[config.mk]
export PLATFORM = sky130hd
export DESIGN_NAME = at_command_line_parser
export DESIGN_NICKNAME = d
export VERILOG_FILES = /design/src/rtl/atp_pkg.sv /design/src/rtl/atp_ram.sv /design/src/rtl/atp_parser.sv /design/src/rtl/atp_drain.sv /design/src/rtl/at_command_line_parser.sv
export SDC_FILE = /design/constraint.sdc
export NUM_CORES = 1
export LEC_CHECK = 0
export ABC_AREA = 1
export CAP_MARGIN = 20
export CORE_MARGIN = 2
export CORE_UTILIZATION = 55
export CTS_BUF_LIST = sky130_fd_sc_hd__clkbuf_4 sky130_fd_sc_hd__clkbuf_8
export CTS_CLUSTER_DIAMETER = 150
export DETAILED_ROUTE_END_ITERATION = 8
export DONT_BUFFER_PORTS = 1
export PLACE_DENSITY_LB_ADDON = 0.12
export SYNTH_ARGS = -nofsm -noshare
export SYNTH_HDL_FRONTEND = slang
export SYNTH_SLANG_ARGS = --single-unit
[constraint.sdc]
create_clock -name clk -period 4.18 [get_ports clk]
set_clock_uncertainty 0.15 [all_clocks]
set_input_delay 0.209 -clock clk [delete_from_list [all_inputs] [get_ports clk]]
set_output_delay 0.209 -clock clk [all_outputs]
set_load 0.02 [all_outputs]
[src/rtl/atp_pkg.sv]
// ----------------------------------------------------------------------------
// atp_pkg
// Constants, codes, request type and character helpers for the AT parser.
// ----------------------------------------------------------------------------
`timescale 1ns / 1ps

package atp_pkg;

    localparam int NAME_LEN   = 16;
    localparam int ARGS_LEN   = 32;
    localparam int NAME_AW    = $clog2(NAME_LEN);
    localparam int ARG_AW     = $clog2(ARGS_LEN);
    localparam int NAME_CNT_W = $clog2(NAME_LEN + 1);
    localparam int ARG_CNT_W  = $clog2(ARGS_LEN + 1);
    localparam int IDX_W      = (NAME_CNT_W > ARG_CNT_W) ? NAME_CNT_W : ARG_CNT_W;

    localparam int CHAR_W     = 8;
    localparam int CODE_W     = 2;
    localparam int TICK_W     = 16;
    localparam int OUT_DATA_W = 16;

    localparam logic [TICK_W-1:0] TIMEOUT_RESET = 16'd1000;

    // result kinds
    localparam logic [CODE_W-1:0] KIND_NAME = 2'd0;
    localparam logic [CODE_W-1:0] KIND_ARG  = 2'd1;
    localparam logic [CODE_W-1:0] KIND_DONE = 2'd2;
    localparam logic [CODE_W-1:0] KIND_ERR  = 2'd3;

    // command types
    localparam logic [CODE_W-1:0] CMD_EXEC = 2'd0;
    localparam logic [CODE_W-1:0] CMD_GET  = 2'd1;
    localparam logic [CODE_W-1:0] CMD_SET  = 2'd2;
    localparam logic [CODE_W-1:0] CMD_TEST = 2'd3;

    // error codes
    localparam logic [CODE_W-1:0] ERR_POS     = 2'd0;
    localparam logic [CODE_W-1:0] ERR_PARAM   = 2'd1;
    localparam logic [CODE_W-1:0] ERR_TIMEOUT = 2'd2;
    localparam logic [CODE_W-1:0] ERR_OVER    = 2'd3;

    // input op
    localparam logic OP_BYTE = 1'b0;
    localparam logic OP_TICK = 1'b1;

    // characters
    localparam logic [CHAR_W-1:0] CH_A       = 8'h41;
    localparam logic [CHAR_W-1:0] CH_A_LOW   = 8'h61;
    localparam logic [CHAR_W-1:0] CH_T       = 8'h54;
    localparam logic [CHAR_W-1:0] CH_T_LOW   = 8'h74;
    localparam logic [CHAR_W-1:0] CH_Z       = 8'h5A;
    localparam logic [CHAR_W-1:0] CH_Z_LOW   = 8'h7A;
    localparam logic [CHAR_W-1:0] CH_0       = 8'h30;
    localparam logic [CHAR_W-1:0] CH_9       = 8'h39;
    localparam logic [CHAR_W-1:0] CH_PLUS    = 8'h2B;
    localparam logic [CHAR_W-1:0] CH_CR      = 8'h0D;
    localparam logic [CHAR_W-1:0] CH_QMARK   = 8'h3F;
    localparam logic [CHAR_W-1:0] CH_EQUAL   = 8'h3D;
    localparam logic [CHAR_W-1:0] CH_QUOTE   = 8'h22;
    localparam logic [CHAR_W-1:0] CH_MINUS   = 8'h2D;
    localparam logic [CHAR_W-1:0] CH_DOT     = 8'h2E;
    localparam logic [CHAR_W-1:0] CH_COLON   = 8'h3A;
    localparam logic [CHAR_W-1:0] CH_COMMA   = 8'h2C;
    localparam logic [CHAR_W-1:0] CASE_DELTA = 8'h20;

    // request from parser to output sequencer
    typedef struct packed {
        logic                  start;
        logic                  is_err;
        logic [CODE_W-1:0]     err_code;
        logic [CODE_W-1:0]     cmd_type;
        logic [NAME_CNT_W-1:0] n_name;
        logic [ARG_CNT_W-1:0]  n_arg;
    } atp_req_t;

    function automatic logic is_upper(input logic [CHAR_W-1:0] c);
        return (c >= CH_A) && (c <= CH_Z);
    endfunction

    function automatic logic is_lower(input logic [CHAR_W-1:0] c);
        return (c >= CH_A_LOW) && (c <= CH_Z_LOW);
    endfunction

    function automatic logic is_digit(input logic [CHAR_W-1:0] c);
        return (c >= CH_0) && (c <= CH_9);
    endfunction

    function automatic logic arg_ok(input logic [CHAR_W-1:0] c);
        return is_upper(c) || is_lower(c) || is_digit(c) || (c == CH_QUOTE) ||
               (c == CH_MINUS) || (c == CH_DOT) || (c == CH_COLON) || (c == CH_COMMA);
    endfunction

    function automatic logic [CHAR_W-1:0] to_upper(input logic [CHAR_W-1:0] c);
        return is_lower(c) ? (c - CASE_DELTA) : c;
    endfunction

endpackage

[src/rtl/atp_ram.sv]
// ----------------------------------------------------------------------------
// atp_ram
// Simple dual-port RAM, one write and one registered read per cycle.
// ----------------------------------------------------------------------------
`timescale 1ns / 1ps

module atp_ram #(
    parameter int DEPTH = 16,
    parameter int WIDTH = 8
) (
    input  logic                     clk,
    input  logic                     we,
    input  logic [$clog2(DEPTH)-1:0] waddr,
    input  logic [WIDTH-1:0]         wdata,
    input  logic                     re,
    input  logic [$clog2(DEPTH)-1:0] raddr,
    output logic [WIDTH-1:0]         rdata
);

    logic [WIDTH-1:0] mem [DEPTH];
    logic [WIDTH-1:0] rdata_reg;

    always_ff @(posedge clk)
    begin
        if (we)
        begin
            mem[waddr] <= wdata;
        end
    end

    // read data holds while re is low
    always_ff @(posedge clk)
    begin
        if (re)
        begin
            rdata_reg <= mem[raddr];
        end
    end

    assign rdata = rdata_reg;

endmodule

[src/rtl/atp_parser.sv]
// ----------------------------------------------------------------------------
// atp_parser
// Line parser: phase, counters, timeout timer; fills the name/argument RAMs.
// ----------------------------------------------------------------------------
`timescale 1ns / 1ps

module atp_parser import atp_pkg::*; (
    input  logic                  clk,
    input  logic                  rst_n,
    input  logic                  in_fire,
    input  logic                  in_op,
    input  logic [CHAR_W-1:0]     in_byte,
    input  logic                  cfg_we,
    input  logic [TICK_W-1:0]     cfg_wdata,
    output logic                  name_we,
    output logic [NAME_AW-1:0]    name_waddr,
    output logic [CHAR_W-1:0]     name_wdata,
    output logic                  arg_we,
    output logic [ARG_AW-1:0]     arg_waddr,
    output logic [CHAR_W-1:0]     arg_wdata,
    output atp_req_t              req
);

    typedef enum logic [2:0] {
        PH_IDLE,
        PH_HEAD,
        PH_PLUS,
        PH_NAME,
        PH_ARGS,
        PH_CR
    } phase_t;

    phase_t                phase_reg,   phase_next;
    logic [NAME_CNT_W-1:0] name_cnt_reg, name_cnt_next;
    logic [ARG_CNT_W-1:0]  arg_cnt_reg,  arg_cnt_next;
    logic [CODE_W-1:0]     ctype_reg,   ctype_next;
    logic                  timer_on_reg, timer_on_next;
    logic [TICK_W-1:0]     tick_reg,    tick_next;
    logic [TICK_W-1:0]     timeout_reg;
    atp_req_t              req_reg,     req_next;

    logic                  do_fail;
    logic                  do_finish;
    logic [CODE_W-1:0]     fail_code;
    logic [CODE_W-1:0]     fin_type;
    logic [NAME_CNT_W-1:0] fin_names;
    logic [TICK_W-1:0]     tick_inc;

    assign tick_inc = tick_reg + 1'b1;

    always_comb
    begin
        phase_next    = phase_reg;
        name_cnt_next = name_cnt_reg;
        arg_cnt_next  = arg_cnt_reg;
        ctype_next    = ctype_reg;
        timer_on_next = timer_on_reg;
        tick_next     = tick_reg;
        req_next      = '0;
        do_fail       = 1'b0;
        do_finish     = 1'b0;
        fail_code     = ERR_POS;
        fin_type      = ctype_reg;
        fin_names     = name_cnt_reg;
        name_we       = 1'b0;
        arg_we        = 1'b0;

        if (in_fire && (in_op == OP_TICK))
        begin
            if (timer_on_reg)
            begin
                tick_next = tick_inc;
                // wrap to zero also counts as expiry
                if ((tick_inc >= timeout_reg) || (tick_inc == '0))
                begin
                    do_fail   = 1'b1;
                    fail_code = ERR_TIMEOUT;
                end
            end
        end
        else if (in_fire)
        begin
            unique case (phase_reg)
                PH_IDLE:
                begin
                    if ((in_byte == CH_A) || (in_byte == CH_A_LOW))
                    begin
                        phase_next    = PH_HEAD;
                        name_cnt_next = '0;
                        arg_cnt_next  = '0;
                    end
                end
                PH_HEAD:
                begin
                    if ((in_byte == CH_T) || (in_byte == CH_T_LOW))
                    begin
                        phase_next    = PH_PLUS;
                        timer_on_next = 1'b1;
                        tick_next     = '0;
                    end
                    else
                    begin
                        phase_next = PH_IDLE;
                    end
                end
                PH_PLUS:
                begin
                    priority if (in_byte == CH_PLUS)
                    begin
                        phase_next = PH_NAME;
                    end
                    else if (in_byte == CH_CR)
                    begin
                        do_finish = 1'b1;
                        fin_type  = CMD_EXEC;
                        fin_names = '0;
                    end
                    else
                    begin
                        do_fail   = 1'b1;
                        fail_code = ERR_POS;
                    end
                end
                PH_NAME:
                begin
                    priority if ((in_byte == CH_QMARK) && (name_cnt_reg != '0))
                    begin
                        ctype_next = CMD_GET;
                        phase_next = PH_CR;
                    end
                    else if ((in_byte == CH_EQUAL) && (name_cnt_reg != '0))
                    begin
                        phase_next = PH_ARGS;
                    end
                    else if ((in_byte == CH_CR) && (name_cnt_reg != '0))
                    begin
                        do_finish = 1'b1;
                        fin_type  = CMD_EXEC;
                    end
                    else if (is_upper(in_byte) || is_lower(in_byte))
                    begin
                        if (name_cnt_reg >= NAME_CNT_W'(NAME_LEN))
                        begin
                            do_fail   = 1'b1;
                            fail_code = ERR_OVER;
                        end
                        else
                        begin
                            name_we       = 1'b1;
                            name_cnt_next = name_cnt_reg + 1'b1;
                        end
                    end
                    else
                    begin
                        do_fail   = 1'b1;
                        fail_code = ERR_POS;
                    end
                end
                PH_ARGS:
                begin
                    priority if ((in_byte == CH_QMARK) && (arg_cnt_reg == '0))
                    begin
                        ctype_next = CMD_TEST;
                        phase_next = PH_CR;
                    end
                    else if ((in_byte == CH_CR) && (arg_cnt_reg != '0))
                    begin
                        do_finish = 1'b1;
                        fin_type  = CMD_SET;
                    end
                    else if (arg_ok(in_byte))
                    begin
                        if (arg_cnt_reg >= ARG_CNT_W'(ARGS_LEN))
                        begin
                            do_fail   = 1'b1;
                            fail_code = ERR_OVER;
                        end
                        else
                        begin
                            ctype_next   = CMD_SET;
                            arg_we       = 1'b1;
                            arg_cnt_next = arg_cnt_reg + 1'b1;
                        end
                    end
                    else
                    begin
                        do_fail   = 1'b1;
                        fail_code = ERR_PARAM;
                    end
                end
                PH_CR:
                begin
                    if (in_byte == CH_CR)
                    begin
                        do_finish = 1'b1;
                    end
                    else
                    begin
                        do_fail   = 1'b1;
                        fail_code = ERR_POS;
                    end
                end
                default:
                begin
                    phase_next = PH_IDLE;
                end
            endcase
        end

        if (do_finish)
        begin
            ctype_next        = fin_type;
            req_next.start    = 1'b1;
            req_next.cmd_type = fin_type;
            req_next.n_name   = fin_names;
            req_next.n_arg    = (fin_type == CMD_SET) ? arg_cnt_reg : '0;
        end
        else if (do_fail)
        begin
            req_next.start    = 1'b1;
            req_next.is_err   = 1'b1;
            req_next.err_code = fail_code;
        end

        if (do_finish || do_fail)
        begin
            phase_next    = PH_IDLE;
            name_cnt_next = '0;
            arg_cnt_next  = '0;
            timer_on_next = 1'b0;
            tick_next     = '0;
        end
    end

    assign name_waddr = name_cnt_reg[NAME_AW-1:0];
    assign name_wdata = to_upper(in_byte);
    assign arg_waddr  = arg_cnt_reg[ARG_AW-1:0];
    assign arg_wdata  = in_byte;
    assign req        = req_reg;

    always_ff @(posedge clk or negedge rst_n)
    begin
        if (!rst_n)
        begin
            phase_reg    <= PH_IDLE;
            name_cnt_reg <= '0;
            arg_cnt_reg  <= '0;
            ctype_reg    <= CMD_EXEC;
            timer_on_reg <= 1'b0;
            tick_reg     <= '0;
            timeout_reg  <= TIMEOUT_RESET;
            req_reg      <= '0;
        end
        else
        begin
            phase_reg    <= phase_next;
            name_cnt_reg <= name_cnt_next;
            arg_cnt_reg  <= arg_cnt_next;
            ctype_reg    <= ctype_next;
            timer_on_reg <= timer_on_next;
            tick_reg     <= tick_next;
            req_reg      <= req_next;
            if (cfg_we)
            begin
                timeout_reg <= cfg_wdata;
            end
        end
    end

endmodule

[src/rtl/atp_drain.sv]
// ----------------------------------------------------------------------------
// atp_drain
// Result sequencer: reads the stores back and drives the output register.
// ----------------------------------------------------------------------------
`timescale 1ns / 1ps

module atp_drain import atp_pkg::*; (
    input  logic                  clk,
    input  logic                  rst_n,
    input  atp_req_t              req,
    output logic                  busy,
    output logic                  name_re,
    output logic [NAME_AW-1:0]    name_raddr,
    input  logic [CHAR_W-1:0]     name_rdata,
    output logic                  arg_re,
    output logic [ARG_AW-1:0]     arg_raddr,
    input  logic [CHAR_W-1:0]     arg_rdata,
    output logic                  out_valid,
    input  logic                  out_ready,
    output logic [CODE_W-1:0]     out_kind,
    output logic [CHAR_W-1:0]     out_char,
    output logic [CODE_W-1:0]     out_type,
    output logic [CODE_W-1:0]     out_code,
    output logic                  out_last
);

    typedef enum logic [1:0] {
        D_IDLE,
        D_NAME,
        D_ARG,
        D_FINAL
    } dstate_t;

    dstate_t               state_reg;
    logic [IDX_W-1:0]      idx_reg;
    logic [NAME_CNT_W-1:0] n_name_reg;
    logic [ARG_CNT_W-1:0]  n_arg_reg;
    logic                  is_err_reg;
    logic [CODE_W-1:0]     code_reg;
    logic [CODE_W-1:0]     type_reg;
    logic                  pend_reg;
    logic                  valid_reg;
    logic [CODE_W-1:0]     kind_reg;
    logic [CHAR_W-1:0]     char_reg;
    logic [CODE_W-1:0]     otype_reg;
    logic [CODE_W-1:0]     ocode_reg;
    logic                  last_reg;

    logic out_free;
    logic name_left;
    logic arg_left;
    logic rd_issue;

    assign out_free  = !valid_reg || out_ready;
    assign name_left = idx_reg < IDX_W'(n_name_reg);
    assign arg_left  = idx_reg < IDX_W'(n_arg_reg);

    // one read in flight; RAM output holds until it is moved out
    assign rd_issue   = !pend_reg && (((state_reg == D_NAME) && name_left) ||
                                      ((state_reg == D_ARG) && arg_left));
    assign name_re    = rd_issue && (state_reg == D_NAME);
    assign arg_re     = rd_issue && (state_reg == D_ARG);
    assign name_raddr = idx_reg[NAME_AW-1:0];
    assign arg_raddr  = idx_reg[ARG_AW-1:0];
    assign busy       = (state_reg != D_IDLE);

    always_ff @(posedge clk or negedge rst_n)
    begin
        if (!rst_n)
        begin
            state_reg  <= D_IDLE;
            idx_reg    <= '0;
            n_name_reg <= '0;
            n_arg_reg  <= '0;
            is_err_reg <= 1'b0;
            code_reg   <= ERR_POS;
            type_reg   <= CMD_EXEC;
            pend_reg   <= 1'b0;
            valid_reg  <= 1'b0;
            kind_reg   <= KIND_NAME;
            char_reg   <= '0;
            otype_reg  <= CMD_EXEC;
            ocode_reg  <= ERR_POS;
            last_reg   <= 1'b0;
        end
        else
        begin
            if (valid_reg && out_ready)
            begin
                valid_reg <= 1'b0;
            end
            if (rd_issue)
            begin
                pend_reg <= 1'b1;
                idx_reg  <= idx_reg + 1'b1;
            end
            unique case (state_reg)
                D_IDLE:
                begin
                    if (req.start)
                    begin
                        idx_reg    <= '0;
                        n_name_reg <= req.n_name;
                        n_arg_reg  <= req.n_arg;
                        is_err_reg <= req.is_err;
                        code_reg   <= req.err_code;
                        type_reg   <= req.cmd_type;
                        priority if (req.is_err)
                        begin
                            state_reg <= D_FINAL;
                        end
                        else if (req.n_name != '0)
                        begin
                            state_reg <= D_NAME;
                        end
                        else if (req.n_arg != '0)
                        begin
                            state_reg <= D_ARG;
                        end
                        else
                        begin
                            state_reg <= D_FINAL;
                        end
                    end
                end
                D_NAME:
                begin
                    if (pend_reg && out_free)
                    begin
                        valid_reg <= 1'b1;
                        kind_reg  <= KIND_NAME;
                        char_reg  <= name_rdata;
                        otype_reg <= CMD_EXEC;
                        ocode_reg <= ERR_POS;
                        last_reg  <= 1'b0;
                        pend_reg  <= 1'b0;
                        if (!name_left)
                        begin
                            idx_reg   <= '0;
                            state_reg <= (n_arg_reg != '0) ? D_ARG : D_FINAL;
                        end
                    end
                end
                D_ARG:
                begin
                    if (pend_reg && out_free)
                    begin
                        valid_reg <= 1'b1;
                        kind_reg  <= KIND_ARG;
                        char_reg  <= arg_rdata;
                        otype_reg <= CMD_EXEC;
                        ocode_reg <= ERR_POS;
                        last_reg  <= 1'b0;
                        pend_reg  <= 1'b0;
                        if (!arg_left)
                        begin
                            state_reg <= D_FINAL;
                        end
                    end
                end
                D_FINAL:
                begin
                    if (out_free)
                    begin
                        valid_reg <= 1'b1;
                        kind_reg  <= is_err_reg ? KIND_ERR : KIND_DONE;
                        char_reg  <= '0;
                        otype_reg <= is_err_reg ? CMD_EXEC : type_reg;
                        ocode_reg <= is_err_reg ? code_reg : ERR_POS;
                        last_reg  <= 1'b1;
                        state_reg <= D_IDLE;
                    end
                end
                default:
                begin
                    state_reg <= D_IDLE;
                end
            endcase
        end
    end

    assign out_valid = valid_reg;
    assign out_kind  = kind_reg;
    assign out_char  = char_reg;
    assign out_type  = otype_reg;
    assign out_code  = ocode_reg;
    assign out_last  = last_reg;

endmodule

[src/rtl/at_command_line_parser.sv]
// ----------------------------------------------------------------------------
// at_command_line_parser
// AT command line recogniser with a streaming result port.
// ----------------------------------------------------------------------------
// Feed received bytes (tuser = 0) and timer ticks (tuser = 1) into the slave
// port. While a line is being parsed the block takes one request per cycle;
// the name letters (upper-cased) and argument bytes go into two small
// synchronous RAMs as they arrive. On CR of a valid line the block stalls its
// input and plays the command back on the master port: name bytes, then the
// argument bytes of a set command, then one done record carrying the command
// type, tlast on the done record. A malformed line, a store overflow or a
// timer expiry gives one error record with tlast instead and returns to idle.
// The playback is paced by the RAM read port: the command is handed over,
// then each stored byte is read and moved into the output register, then
// the closing record is written; for a command or an error the input is
// held throughout, and longer while the sink holds tready low. The closing
// record waits in the output register, so parsing of the next line resumes
// while it is taken.
// The stores need no clearing after reset; the block is ready at once.
// timeout_ticks is loaded through the cfg channel (always ready) and counts
// ticks from AT; write it only while the block is idle.
// ----------------------------------------------------------------------------
`timescale 1ns / 1ps

module at_command_line_parser import atp_pkg::*; (
    input  logic                  clk,
    input  logic                  rst_n,
    // configuration: timeout_ticks
    input  logic                  cfg_valid,
    output logic                  cfg_ready,
    input  logic [TICK_W-1:0]     cfg_data,
    // input requests
    input  logic                  s_axis_tvalid,
    output logic                  s_axis_tready,
    input  logic [CHAR_W-1:0]     s_axis_tdata,   // [7:0] byte_value
    input  logic [0:0]            s_axis_tuser,   // [0] op
    // result requests
    output logic                  m_axis_tvalid,
    input  logic                  m_axis_tready,
    output logic [OUT_DATA_W-1:0] m_axis_tdata,   // [7:0] char_value, [9:8] cmd_type,
                                                  // [11:10] error_code, [15:12] zero
    output logic [CODE_W-1:0]     m_axis_tuser,   // [1:0] kind
    output logic                  m_axis_tlast    // last
);

    atp_req_t             req;
    logic                 drain_busy;
    logic                 in_fire;

    logic                 name_we;
    logic [NAME_AW-1:0]   name_waddr;
    logic [CHAR_W-1:0]    name_wdata;
    logic                 name_re;
    logic [NAME_AW-1:0]   name_raddr;
    logic [CHAR_W-1:0]    name_rdata;

    logic                 arg_we;
    logic [ARG_AW-1:0]    arg_waddr;
    logic [CHAR_W-1:0]    arg_wdata;
    logic                 arg_re;
    logic [ARG_AW-1:0]    arg_raddr;
    logic [CHAR_W-1:0]    arg_rdata;

    logic [CHAR_W-1:0]    out_char;
    logic [CODE_W-1:0]    out_type;
    logic [CODE_W-1:0]    out_code;

    // Input is held off while a command plays back and in the hand-over
    // cycle, so the RAMs are never written while being read back.
    assign s_axis_tready = !drain_busy && !req.start;
    assign in_fire       = s_axis_tvalid && s_axis_tready;
    assign cfg_ready     = 1'b1;

    atp_parser u_parser (
        .clk        (clk),
        .rst_n      (rst_n),
        .in_fire    (in_fire),
        .in_op      (s_axis_tuser[0]),
        .in_byte    (s_axis_tdata),
        .cfg_we     (cfg_valid && cfg_ready),
        .cfg_wdata  (cfg_data),
        .name_we    (name_we),
        .name_waddr (name_waddr),
        .name_wdata (name_wdata),
        .arg_we     (arg_we),
        .arg_waddr  (arg_waddr),
        .arg_wdata  (arg_wdata),
        .req        (req)
    );

    atp_ram #(
        .DEPTH (NAME_LEN),
        .WIDTH (CHAR_W)
    ) u_name_ram (
        .clk   (clk),
        .we    (name_we),
        .waddr (name_waddr),
        .wdata (name_wdata),
        .re    (name_re),
        .raddr (name_raddr),
        .rdata (name_rdata)
    );

    atp_ram #(
        .DEPTH (ARGS_LEN),
        .WIDTH (CHAR_W)
    ) u_arg_ram (
        .clk   (clk),
        .we    (arg_we),
        .waddr (arg_waddr),
        .wdata (arg_wdata),
        .re    (arg_re),
        .raddr (arg_raddr),
        .rdata (arg_rdata)
    );

    atp_drain u_drain (
        .clk        (clk),
        .rst_n      (rst_n),
        .req        (req),
        .busy       (drain_busy),
        .name_re    (name_re),
        .name_raddr (name_raddr),
        .name_rdata (name_rdata),
        .arg_re     (arg_re),
        .arg_raddr  (arg_raddr),
        .arg_rdata  (arg_rdata),
        .out_valid  (m_axis_tvalid),
        .out_ready  (m_axis_tready),
        .out_kind   (m_axis_tuser),
        .out_char   (out_char),
        .out_type   (out_type),
        .out_code   (out_code),
        .out_last   (m_axis_tlast)
    );

    assign m_axis_tdata = {{(OUT_DATA_W - CHAR_W - 2 * CODE_W){1'b0}},
                           out_code, out_type, out_char};

endmodule

; ---- Yosys cells after proc, flatten, opt, wreduce, memory -nomap -nowiden
; Memories as Yosys holds them, arrays and structs flattened. A register that Yosys moved wholly into a read port is not among the register bits.
; Index checks and enable logic that the tools add are counted.
[op_classes]
add_sub_neg = 5
magnitude_cmp = 11
n_eq_ne = 50
n_mux = 170
n_reduce_logical = 68
[op_table]
columns = cell, count
row1 = 16-bit two-way mux, 6
row2 = 2-bit two-way mux, 46
row3 = 6-bit two-way mux, 13
row4 = 5-bit two-way mux, 14
row5 = 8-bit by 6-bit equality test with 1-bit output (second input constant), 8
row6 = 1-bit two-way mux, 60
row7 = 8-bit by 7-bit equality test with 1-bit output (second input constant), 4
row8 = 8-bit two-way mux, 4
row9 = 3-bit two-way mux, 9
row10 = 6-bit case mux with 2 select lines, 2
row11 = 8-bit case mux with 3 select lines, 1
row12 = 3-bit inequality test (second input constant), 7
row13 = 3-bit nonzero test, 7
row14 = 1-bit logical AND, 18
row15 = 3-bit by 1-bit inequality test with 1-bit output (second input constant), 6
row16 = 3-bit case mux with 6 select lines, 1
row17 = 6-bit nonzero test, 3
row18 = 16-bit by 1-bit adder with 16-bit output (second input constant), 1
row19 = 16-bit greater-or-equal comparator, 1
row20 = 8-bit by 7-bit greater-or-equal comparator with 1-bit output (second input constant), 2
row21 = 8-bit by 7-bit <= comparator with 1-bit output (second input constant), 2
row22 = 16-bit logical NOT, 1
row23 = 2-bit case mux with 2 select lines, 4
row24 = 7-bit AND reduction, 2
row25 = 41 further kinds, 82
[word_totals]
register_bits = 107
ramBits = 384
output_inout_bits = 22
mem_count = 2
[mem_list]
columns = memory, words, width, read_ports, rd_clocked_by_memory_dff, write_ports, line_no
row1 = u_arg_ram.mem, 32, 8, 1, 1, 1, atp_ram.sv:20  ; logic [WIDTH-1:0] mem [DEPTH];
row2 = u_name_ram.mem, 16, 8, 1, 1, 1, atp_ram.sv:20

; ---- Longest topological paths before layout
; Gate-level depths: netlist of the first run.
[logic_depth]
depth_word = 18
mapped_depth = 21
mapped_depth_nobuf = 20

; ---- Hierarchy
; A second synthesis of the first run with hierarchy kept.
[unflattened]
hier_cells = 2417
area_unflattened_um2 = 23566.4
[modules_own_cells]
columns = module, n_inst, cells_per_inst, area_each_um2, seq_area_each_um2
row1 = atp_ram at u_arg_ram, 1, 922, 10866.7, 7927.6
row2 = atp_ram at u_name_ram, 1, 551, 5846.9, 4083.9
row3 = atp_parser, 1, 643, 4478.0, 1659.1
row4 = atp_drain, 1, 288, 2302.2, 1026.0
row5 = at_command_line_parser, 1, 13, 72.6, 0.0

; ---- Least setup slack after synthesis of the first run
; Ideal clock, no wire load.
[synth_path]
path_kind = register to register
startpoint = register u_parser.tick_reg[0]
endpoint = register u_parser.tick_reg[0]
t_arrival_ps = 2728
setup_slack_ps = 1228
path_stages_with_launch = 22
synth_period_minus_slack_ps = 2952
cell_sequence = dfrtp_1 > ha_1 > nand3_1 > nor2_2 > nand2_1 > xor2_1 > inv_1 > ha_1 > nand2_1 > inv_1 > o21ai_0 > a21oi_1 > nor2_1 > nand2_1 > a21oi_1 > nand2_1 > nand2_2 > nand2_4 > nor2_4 > nand2_1 > buf_4 > o21ai_2
[synth_via]
elab_chain_len = 9
word_cells_on_any_way = 16
classes_between = add/sub (1) / order compare (1) / eq/ne (1) / mux (6) / reduce/logical (7)
[synth_rtl]
columns = element, line_no
row1 = from (decl), atp_parser.sv:38  ; logic [TICK_W-1:0] tick_reg, tick_next;
row2 = from (signal assigned), atp_parser.sv:261  ; tick_reg <= tick_next;
row3 = 16-bit by 1-bit adder with 16-bit output (*), atp_parser.sv:49  ; assign tick_inc = tick_reg + 1'b1;
row4 = 16-bit greater-or-equal comparator or 16-bit logical NOT (tied branches), atp_parser.sv:74  ; if ((tick_inc >= timeout_reg) || (tick_inc == '0))
row5 = 1-bit logical OR, atp_parser.sv:74
row6 = 1-bit two-way mux, atp_parser.sv:74
row7 = 1-bit two-way mux, atp_parser.sv:70  ; if (timer_on_reg)
row8 = 1-bit two-way mux, atp_parser.sv:68  ; if (in_fire && (in_op == OP_TICK))
row9 = 1-bit logical OR, atp_parser.sv:225  ; if (do_finish || do_fail)
row10 = 3-bit by 2-bit inequality test with 1-bit output (no source line) or 3-bit nonzero test (tied branches), --
row11 = 4-bit AND reduction (no source line), --
; Every way passes the cells marked *; elsewhere a longest branch is shown, timed or not. The select of a mux whose other input is x is not followed.
; A chain may end at the register's enable or synchronous reset.

; ---- Worst setup path in the final report of the first run
[layout_path]
startpoint = register u_parser.tick_reg[0]
endpoint = register u_parser.tick_reg[12]
; The elaborated chain is that of the path after synthesis.

==> impl_metrics.json, run 1 <==
{
  "power_frac_comb_pct": 25.2,
  "die_w_um": 204,
  "numCtsBuffers": 83,
  "cellLeakagePower_nw": 9.42,
  "tightestPinTransition_ps": 947,
  "ios": 52,
  "syn_inst": 1998,
  "synth-edff-count": 400,
  "drive_above_1_share_pct": 12.4,
  "layout.nets": 2169,
  "drtIter0Drc": 1417,
  "min_period_ps": 3470,
  "power.share.switching_pct": 34.3,
  "hold_violations": 0,
  "slew_headroom_pct": 36.8,
  "cap_violations": 0,
  "max_freq_mhz": 289,
  "synth-compound-area-share_pct": 11.6,
  "grt_overflow": 0,
  "avgSynthCellArea_um2": 11.0,
  "clock_latency_ps": 650,
  "synth_top_family_by_area": "simple AND/OR/NAND/NOR gates",
  "post_cts_buffers": 0,
  "ys_seq_area_share_pct": 66.7,
  "place_inst": 2498,
  "start_kind": "flop",
  "setup_viol": 0,
  "maxSlewViolCount": 0,
  "syn_to_final_growth_pct": 13.4,
  "finalPower_mw": 13.7,
  "layout_common_cells": "400 x edfxtp_1, 327 x nor2_1, 260 x nand2_1, 251 x o21ai_0, 124 x inv_1",
  "drc": 0,
  "synth_xor_area_share_pct": 0.437,
  "cts.sinks": 507,
  "initial_core_util_pct": 55.6,
  "die_y_um": 204,
  "vias": 15600,
  "cp-startpoint": "u_parser.tick_reg[0]$_DFFE_PN0P_",
  "largest_reg_flops": 256,
  "antenna_found_initial": 0,
  "ant_nets": 0,
  "clockPowerShare_pct": 30.7,
  "crit_end": "u_parser.tick_reg[12]$_DFFE_PN0P_",
  "yosys_warnings": 0,
  "cts_tree": "built",
  "irDropWorstVdd_v": 0.000373,
  "clockRootBuffer": "clkbuf_8",
  "worstRegToRegCells": 20,
  "syn_area_um2": 22000,
  "regToRegSetupSlack_ps": 710,
  "crit_path_end_kind": "flop",
  "fin_ws_ps": 714,
  "via_per_inst": 5.78,
  "p_sw_mw": 4.70,
  "tns_ps": 0,
  "synthSimpleGateAreaFrac_pct": 14.4,
  "grt_max_degree": 194,
  "grt_pass1_vias": 15100,
  "post_drt_wl_per_cell_um": 21.1,
  "final_common_cell": "edfxtp_1",
  "drt-pass1-iter-count": 5,
  "crit_path_max_fanout": 16,
  "crit_type": "flop to flop",
  "final.period_utilization_pct": 82.9,
  "instances_no_fill": 2693,
  "place_ws_ps": 545,
  "rsz0062_at_grt": "false",
  "synthArstFlopShare_pct": 21.1,
  "core_um2": 39600,
  "ys_types": 49,
  "cp.arrival_ps": 3860,
  "totalWireLength_um": 56900,
  "grt_pass1_wl_um": 87300,
  "power.share.sequential_pct": 44.1,
  "place_hpwl_um": 33400,
  "hp-class": "primary input to async pin",
  "track_usage_pct": 27.8,
  "io_buffers": 0,
  "clkTransAtPathRegs_ps": 60,
  "hold_ws_ps": 26.6,
  "cts_max_path_buffers": 3,
  "r2r-end": "u_parser.tick_reg[12]$_DFFE_PN0P_",
  "intPower_mw": 9.02,
  "outcome": "finished clean",
  "yosys_register_bits": 507,
  "crit_required_ps": 4580,
  "htreeDepth": 3,
  "rr_startpoint": "u_parser.tick_reg[0]$_DFFE_PN0P_",
  "die-area_um2": 41700,
  "yosys-mux-area-fraction_pct": 0.307,
  "synth_adder_area_share_pct": 2.38,
  "p_per_area_nw_per_um2": 549,
  "rows": 73,
  "place_congestion": 0.912,
  "synth_flop_cell": "edfxtp_1"
}
-- logic make-up (layout without fill, tap and decap cells) --
kind of cell	count (synthesis)	in the layout
AND/OR/NAND/NOR	757	757
flip-flops	507	507
AO/OA/AOI/OAI	441	441
buffers and inverters	232	398
adder cells (fa/ha/maj)	42	42
XOR/XNOR	11	11
multiplexers	6	6
other	2	6
-- layout make-up --
cell class                      count  area (um2)
Fill cell                        3216       14600
Antenna cell                        1        2.50
Multi-Input combinational cell   1262        6440
Clock inverter                     40         186
Clock buffer                      115        1450
Tap cell                          525         657
Inverter                          139         524
Timing Repair Buffer              104        1040
Sequential cell                   507       14700
-- synthesized netlist by cell type (all sizes together), types with 2 or more instances --
| library cell | n | area [um2] |
|---|---|---|
| edfxtp | 400 | 12000 |
| o221ai | 36 | 315 |
| nor3 | 27 | 135 |
| nor2 | 339 | 1330 |
| inv | 134 | 503 |
| nand4 | 16 | 113 |
| mux2 | 6 | 67.6 |
| a31oi | 16 | 115 |
| clkbuf | 78 | 294 |
| xor2 | 10 | 87.6 |
| a211oi | 4 | 30.0 |
| o22ai | 62 | 388 |
| ha | 42 | 526 |
| a21boi | 2 | 15.0 |
| dfstp | 6 | 158 |
| nand3 | 102 | 528 |
| nor4 | 2 | 12.5 |
| o21ai | 265 | 1360 |
| dfrtp | 101 | 2530 |
| clkinv | 5 | 18.8 |
| o211ai | 13 | 97.6 |
| a21oi | 38 | 190 |
| nand2 | 269 | 1040 |
| buf | 15 | 98.8 |
| conb | 2 | 7.51 |
-- critical path: stages, from the launching register on --
cell and delay (ps):
dfrtp_1 470, ha_1 250, nand3_1 180, nor2_2 220, nand2_1 90, xor2_1 160, inv_1 80, ha_1 290
nand2_1 60, inv_1 40, o21ai_0 70, a21oi_1 80, nor2_1 90, nand2_1 60, a21oi_1 120, nand2_1 90
nand2_2 170, nand3_4 160, nor2_4 350, nand2_1 130, o21ai_2 70
-- metal layers --
layer  wire length [um]  track usage, %  up-vias  part of all wire [%]
met5                  0               0        -                     0
met4               1600            9.83        0                   2.8
met3               3470            4.29      103                   6.1
met2              27400            45.6      578                    48
met1              24400            38.2     7605                    43
li1                   -               -     7287                     -
-- power groups by stage --
| stage | Sequential (mW) | Clock (mW) | Combinational, mW |
|---|---|---|---|
| 5_1_grt | 6.07 | 4.48 | 3.87 |
| 2_1_floorplan | 6.05 | 0 | 2.34 |
| 6_report | 6.05 | 4.21 | 3.46 |
| 4_1_cts | 6.05 | 4.29 | 3.45 |
| 3_5_place_dp | 6.14 | 0 | 3.31 |
| 3_3_place_gp | 6.15 | 0 | 3.24 |
-- metrics by stage --
stage                     util, %  cell area (um2)
after detailed placement     57.6            22800
after global placement       57.6            22800
final                        63.0            25000
after global routing         63.0            25000
after floorplan                 -            22000
after CTS                    63.0            25000
-- how the worst min path moves through the flow --
stage,depth (start not counted),slack (ps),start,endpoint
after detailed placement,0,-230,rst_n,u_drain.out_valid$_DFF_PN0_
final,2,30,rst_n,u_drain.n_name_reg[2]$_DFFE_PN0P_
after floorplan,0,-240,rst_n,u_drain.code_reg[0]$_DFFE_PN0P_
after global routing,2,60,rst_n,u_drain.n_name_reg[1]$_DFFE_PN0P_
after global placement,0,-230,rst_n,u_drain.out_kind[1]$_DFFE_PN0P_
after CTS,8,5,s_axis_tdata[7],u_parser.req[14]$_DFF_PN0_
-- repair_timing --
| action | CTS | global route |
|---|---|---|
| endpoints found under the setup margin | 0 | 1 |
| resized for setup | 0 | 1 |
| hold buffers | 39 | 0 |
| endpoints found under the hold margin | 528 | 0 |
No activity file was read; power rests on OpenSTA's default activity.
==> run 2, diff against run 1 <==
Clock period 4.18 ns to 3.5 ns, I/O delays scaled along.
==> impl_metrics.json, run 2 (synthesis results as in run 1) <==
{
  "htreeDepth": 3,
  "hold_ws_ps": -3.66,
  "crit_chain": "inv_1, ha_1, nand2_1, nor2_1, nor2_1, nor2_1, a21boi_1, nand2_1, nor2_1, nand2_1, nor2_1, buf_4",
  "grt_pass1_vias": 15000,
  "drt-pass1-iter-count": 5,
  "die_y_um": 204,
  "rows": 73,
  "antenna_found_initial": 1,
  "drc": 0,
  "vias": 15500,
  "cellLeakagePower_nw": 9.49,
  "layout.nets": 2181,
  "layout_common_cells": "400 x edfxtp_1, 325 x nor2_1, 261 x nand2_1, 248 x o21ai_0, 124 x inv_1",
  "p_per_area_nw_per_um2": 656,
  "clockRootBuffer": "clkbuf_8",
  "cp_common_cell": "nor2_1",
  "initial_core_util_pct": 55.6,
  "crit_path_max_fanout": 8,
  "start_kind": "flop",
  "max_freq_mhz": 311,
  "cts_max_path_buffers": 3,
  "numCtsBuffers": 83,
  "die_w_um": 204,
  "slew_headroom_pct": 40.0,
  "die-area_um2": 41700,
  "place_ws_ps": 142,
  "totalWireLength_um": 57400,
  "via_per_inst": 5.76,
  "place_hpwl_um": 34400,
  "clkTransAtPathRegs_ps": 60,
  "cp_slowest_cell": "dfrtp_1",
  "fin_ws_ps": 282,
  "hp-class": "primary input to async pin",
  "irDropWorstVdd_v": 0.000510,
  "min_period_ps": 3220,
  "wl_met1_um": 25000,
  "outcome": "finished, violations left",
  "largest_reg_flops": 256,
  "post-route-util_pct": 63.5,
  "route.met2.wl_um": 26900,
  "tightestPinTransition_ps": 898,
  "cp.arrival_ps": 3410,
  "drive_above_1_share_pct": 13.0,
  "grt_max_degree": 130,
  "core_um2": 39600,
  "max_stage_delay_ps": 420,
  "setup_viol": 0,
  "place_congestion": 0.894,
  "final_common_cell": "edfxtp_1",
  "met3WireLength_um": 3860,
  "ant_nets": 0,
  "grt_pass1_wl_um": 88600,
  "cts_tree": "built",
  "post_drt_wl_per_cell_um": 21.3,
  "cts.sinks": 507,
  "track_usage_pct": 28.3,
  "clock_latency_ps": 640,
  "drtIter0Drc": 1485,
  "cap_violations": 0,
  "rsz0062_at_grt": "true",
  "crit_required_ps": 3690,
  "crit_path_end_kind": "flop",
  "hold_violations": 1,
  "grt_overflow": 0,
  "final.period_utilization_pct": 92.0,
  "highest_layer": "met4",
  "crit_type": "flop to flop",
  "ios": 52,
  "io_buffers": 0,
  "syn_to_final_growth_pct": 14.2,
  "maxSlewViolCount": 0,
  "failed_checks": "negative hold slack"
}
==> run 2: changes by cell type in the layout (fill, tap and decap cells not counted), moves of 2 or more <==
cell      before  now
nand2_2        7    5
dfrtp_2        1    3
buf_12         8   11
o21ai_0      251  248
clkinv_2      13    8
buf_4         62   69
clkbuf_8      93   91
clkinv_1      27   21
o21ai_1        4    7
clkbuf_4      22   27
nor2_4         6    9
nor2_1       327  325
dfrtp_1       99   97
==> run 2: report_power, final <==
group          internal, mW  total, mW  switching [mW]  leakage, nW
Combinational          1.29       4.22            2.93         3.67
Sequential             6.86       7.22           0.362         4.97
Clock                  2.75       5.06            2.32        0.862
==> run 2: layout make-up <==
| cell class | count | area (um2) |
|---|---|---|
| clock inverters | 29 | 166 |
| multi-input cells | 1262 | 6470 |
| well taps | 525 | 657 |
| diodes | 2 | 5.00 |
| clock buffers | 118 | 1460 |
| fillers | 3186 | 14500 |
| repair buffers | 116 | 1190 |
| inverters | 139 | 524 |
| flip-flops and latches | 507 | 14700 |
==> run 2: layer usage <==
metal	vias to the layer above	track usage, %
met2	558	44.5
met5	-	0
met3	101	4.78
met1	7571	40.3
li1	7307	-
met4	0	9.60
==> run 2: final timing paths <==
kind	startpoint	end	slack [ps]	cells after the start
worst max register to register	u_parser.arg_cnt_reg[0]$_DFFE_PN0P_	u_arg_ram.mem[22][3]$_DFFE_PP_	280	12
max in group asynchronous	rst_n	u_parser.tick_reg[4]$_DFFE_PN0P_	2730	2
worst min register to register	u_parser.req[11]$_DFF_PN0_	u_drain.type_reg[0]$_DFFE_PN0P_	320	1
worst min-delay path	rst_n	u_drain.n_name_reg[2]$_DFFE_PN0P_	-4	2
min in group clk	s_axis_tdata[6]	u_parser.req[14]$_DFF_PN0_	50	8
worst max-delay path	u_parser.arg_cnt_reg[0]$_DFFE_PN0P_	u_arg_ram.mem[22][3]$_DFFE_PP_	280	12
==> run 2: timing repair <==
action / CTS / global route
hold endpoints to repair: 541 / 0
buffers inserted: 0 / 1
hold buffers: 39 / 0
resized for setup: 0 / 14
endpoints found under the setup margin: 0 / 29
==> run 2: critical path: cells and delay by family, from the launching register on <==
family          cells  cell delay [ps]
simple gates        8             1540
flops               1              420
buf+inv             2              370
compound gates      1              230
fa+ha+maj           1              200
==> run 2: per-stage QoR <==
step           instances  TNS [ps]  instance area [um2]  total power, mW
5_1_grt             2696     -30.6                25200             17.4
3_5_place_dp        2509         0                23000             11.4
4_1_cts             2695         0                25100             16.6
6_report            2698         0                25200             16.5
3_3_place_gp        2509         0                23000             11.3
2_1_floorplan       2001         0                22000             10.0
==> run 3, diff against run 2 <==
Settings changed: SETUP_SLACK_MARGIN set to 0.3.
==> impl_metrics.json, run 3 (synthesis results as in run 1) <==
{
  "power.share.switching_pct": 34.1,
  "cts_tree": "built",
  "intPower_mw": 11.0,
  "rsz0062_at_grt": "true",
  "grt_pass1_wl_um": 88700,
  "crit_path_end_kind": "flop",
  "ios": 52,
  "die_w_um": 204,
  "via_per_inst": 5.77,
  "max_freq_mhz": 324,
  "power_frac_comb_pct": 26.5,
  "maxSlewViolCount": 0,
  "largest_reg_flops": 256,
  "fillerInstances": 3155,
  "clockRootBuffer": "clkbuf_8",
  "drtIter0Drc": 1553,
  "track_usage_pct": 28.3,
  "n_antenna_cell": 0,
  "die-area_um2": 41700,
  "syn_to_final_growth_pct": 15.8,
  "crit_path_max_fanout": 11,
  "regToRegSetupSlack_ps": 410,
  "p_per_area_nw_per_um2": 655,
  "vias": 15600,
  "start_kind": "flop",
  "grt_overflow": 0,
  "rows": 73,
  "crit_required_ps": 3900,
  "final.period_utilization_pct": 88.2,
  "tns_ps": 0,
  "place_congestion": 0.894,
  "multi_input_area_um2": 6730,
  "p_sw_mw": 5.70,
  "power.share.sequential_pct": 43.2,
  "htreeDepth": 3,
  "initial_core_util_pct": 55.6,
  "place_inst": 2509,
  "die_y_um": 204,
  "tightestPinTransition_ps": 890,
  "min_period_ps": 3090,
  "grt_max_degree": 130,
  "seq_area_um2": 14700,
  "cts.sinks": 507,
  "hp-class": "primary input to async pin",
  "layout.nets": 2189,
  "outcome": "finished clean",
  "setup_viol": 0,
  "irDropWorstVdd_v": 0.000510,
  "hold_violations": 0,
  "cp.arrival_ps": 3490,
  "worstRegToRegCells": 21,
  "cellLeakagePower_nw": 9.56,
  "core_um2": 39600,
  "post_drt_wl_per_cell_um": 21.4,
  "drive_above_1_share_pct": 15.9,
  "numCtsBuffers": 83,
  "crit_type": "flop to flop",
  "instances_no_fill": 2704,
  "final_common_cell": "edfxtp_1",
  "antenna_found_initial": 1,
  "drt-pass1-iter-count": 5,
  "totalWireLength_um": 57800,
  "slew_headroom_pct": 40.4,
  "ant_nets": 0,
  "drc": 0,
  "place_hpwl_um": 34400,
  "clock_latency_ps": 650,
  "grt_pass1_vias": 15000,
  "clockPowerShare_pct": 30.2,
  "clkTransAtPathRegs_ps": 60,
  "io_buffers": 0,
  "cap_violations": 0,
  "cts_max_path_buffers": 3,
  "layout_common_cells": "400 x edfxtp_1, 321 x nor2_1, 243 x nand2_1, 241 x o21ai_0, 116 x inv_1"
}
==> run 3: cell types whose count changed in the layout (fill, tap and decap cells not counted), moves of 8 or more <==
cell	change
ha_1	-9
ha_4	+10
inv_1	-8
inv_2	+8
nand2_1	-18
nand2_2	+17
==> run 3: worst max-delay path, cell delays in order, from the launching register on <==
cell and delay (ps):
dfrtp_1 360, buf_6 110, ha_4 160, nand3_4 110, nor2_4 170, nand2_1 90
nand2_2 80, inv_1 60, ha_1 300, nand2_2 90, o21a_1 140, nand2_2 70
nand2_1 60, nand2_1 60, a21oi_2 120, nand2_2 80, nand2_4 130, nand2_4 70
nor2_4 170, nand2_1 90, buf_6 190, o21ai_1 140
==> run 3: per-stage QoR <==
step | setup slack, ps | power [mW] | util, % | cell area [um2] | hold WS (ps)
6_report | 413 | 16.7 | 64.4 | 25500 | 21.0
4_1_cts | 271 | 16.6 | 63.5 | 25200 | 2.47
3_3_place_gp | 206 | 11.3 | 57.9 | 23000 | -267
3_5_place_dp | 142 | 11.4 | 57.9 | 23000 | -267
2_1_floorplan | 548 | 10.0 | - | 22000 | -271
5_1_grt | 176 | 17.6 | 64.4 | 25500 | 25.8
==> run 3: per-layer routing <==
layer,vias to the layer above,routed length (um),GRT usage (%)
met5,-,0,0
li1,7321,-,-
met4,0,1610,9.63
met2,548,27600,44.6
met3,98,3890,4.53
met1,7640,24800,40.5
==> run 3: cell type report <==
type,count,share of cell area [%]
Clock buffer,118,5.70
Clock inverter,29,0.652
Inverter,139,2.05
Multi-Input combinational cell,1262,26.4
Sequential cell,507,57.6
Tap cell,525,2.57
Timing Repair Buffer,124,5.02
==> run 3: worst paths after layout <==
check / from / endpoint
setup / recovery: u_parser.tick_reg[0]$_DFFE_PN0P_ / u_parser.tick_reg[15]$_DFFE_PN0P_
hold / removal: rst_n / u_drain.n_name_reg[2]$_DFFE_PN0P_
setup reg to reg: u_parser.tick_reg[0]$_DFFE_PN0P_ / u_parser.tick_reg[15]$_DFFE_PN0P_
hold reg to reg: u_parser.req[11]$_DFF_PN0_ / u_drain.type_reg[0]$_DFFE_PN0P_
max in group asynchronous: rst_n / u_parser.tick_reg[8]$_DFFE_PN0P_
min in group clk: s_axis_tdata[6] / u_parser.req[14]$_DFF_PN0_
==> run 3: power by group through the flow <==
stage                     logic, mW  clock network [mW]  registers [mW]
final                          4.43                5.06            7.23
after global routing           4.94                5.42            7.26
after CTS                      4.21                5.16            7.22
after detailed placement       4.02                   0            7.34
after global placement         3.93                   0            7.34
after floorplan                2.80                   0            7.23
==> run 3: what timing repair did <==
action                     4_1_cts  5_1_grt
setup buffers                    3        5
gates resized for setup         12       73
setup endpoints to repair       32      413
hold endpoints to repair       542        0
pin swaps                        2       24
hold buffers                    39        0
cloned                           0        1
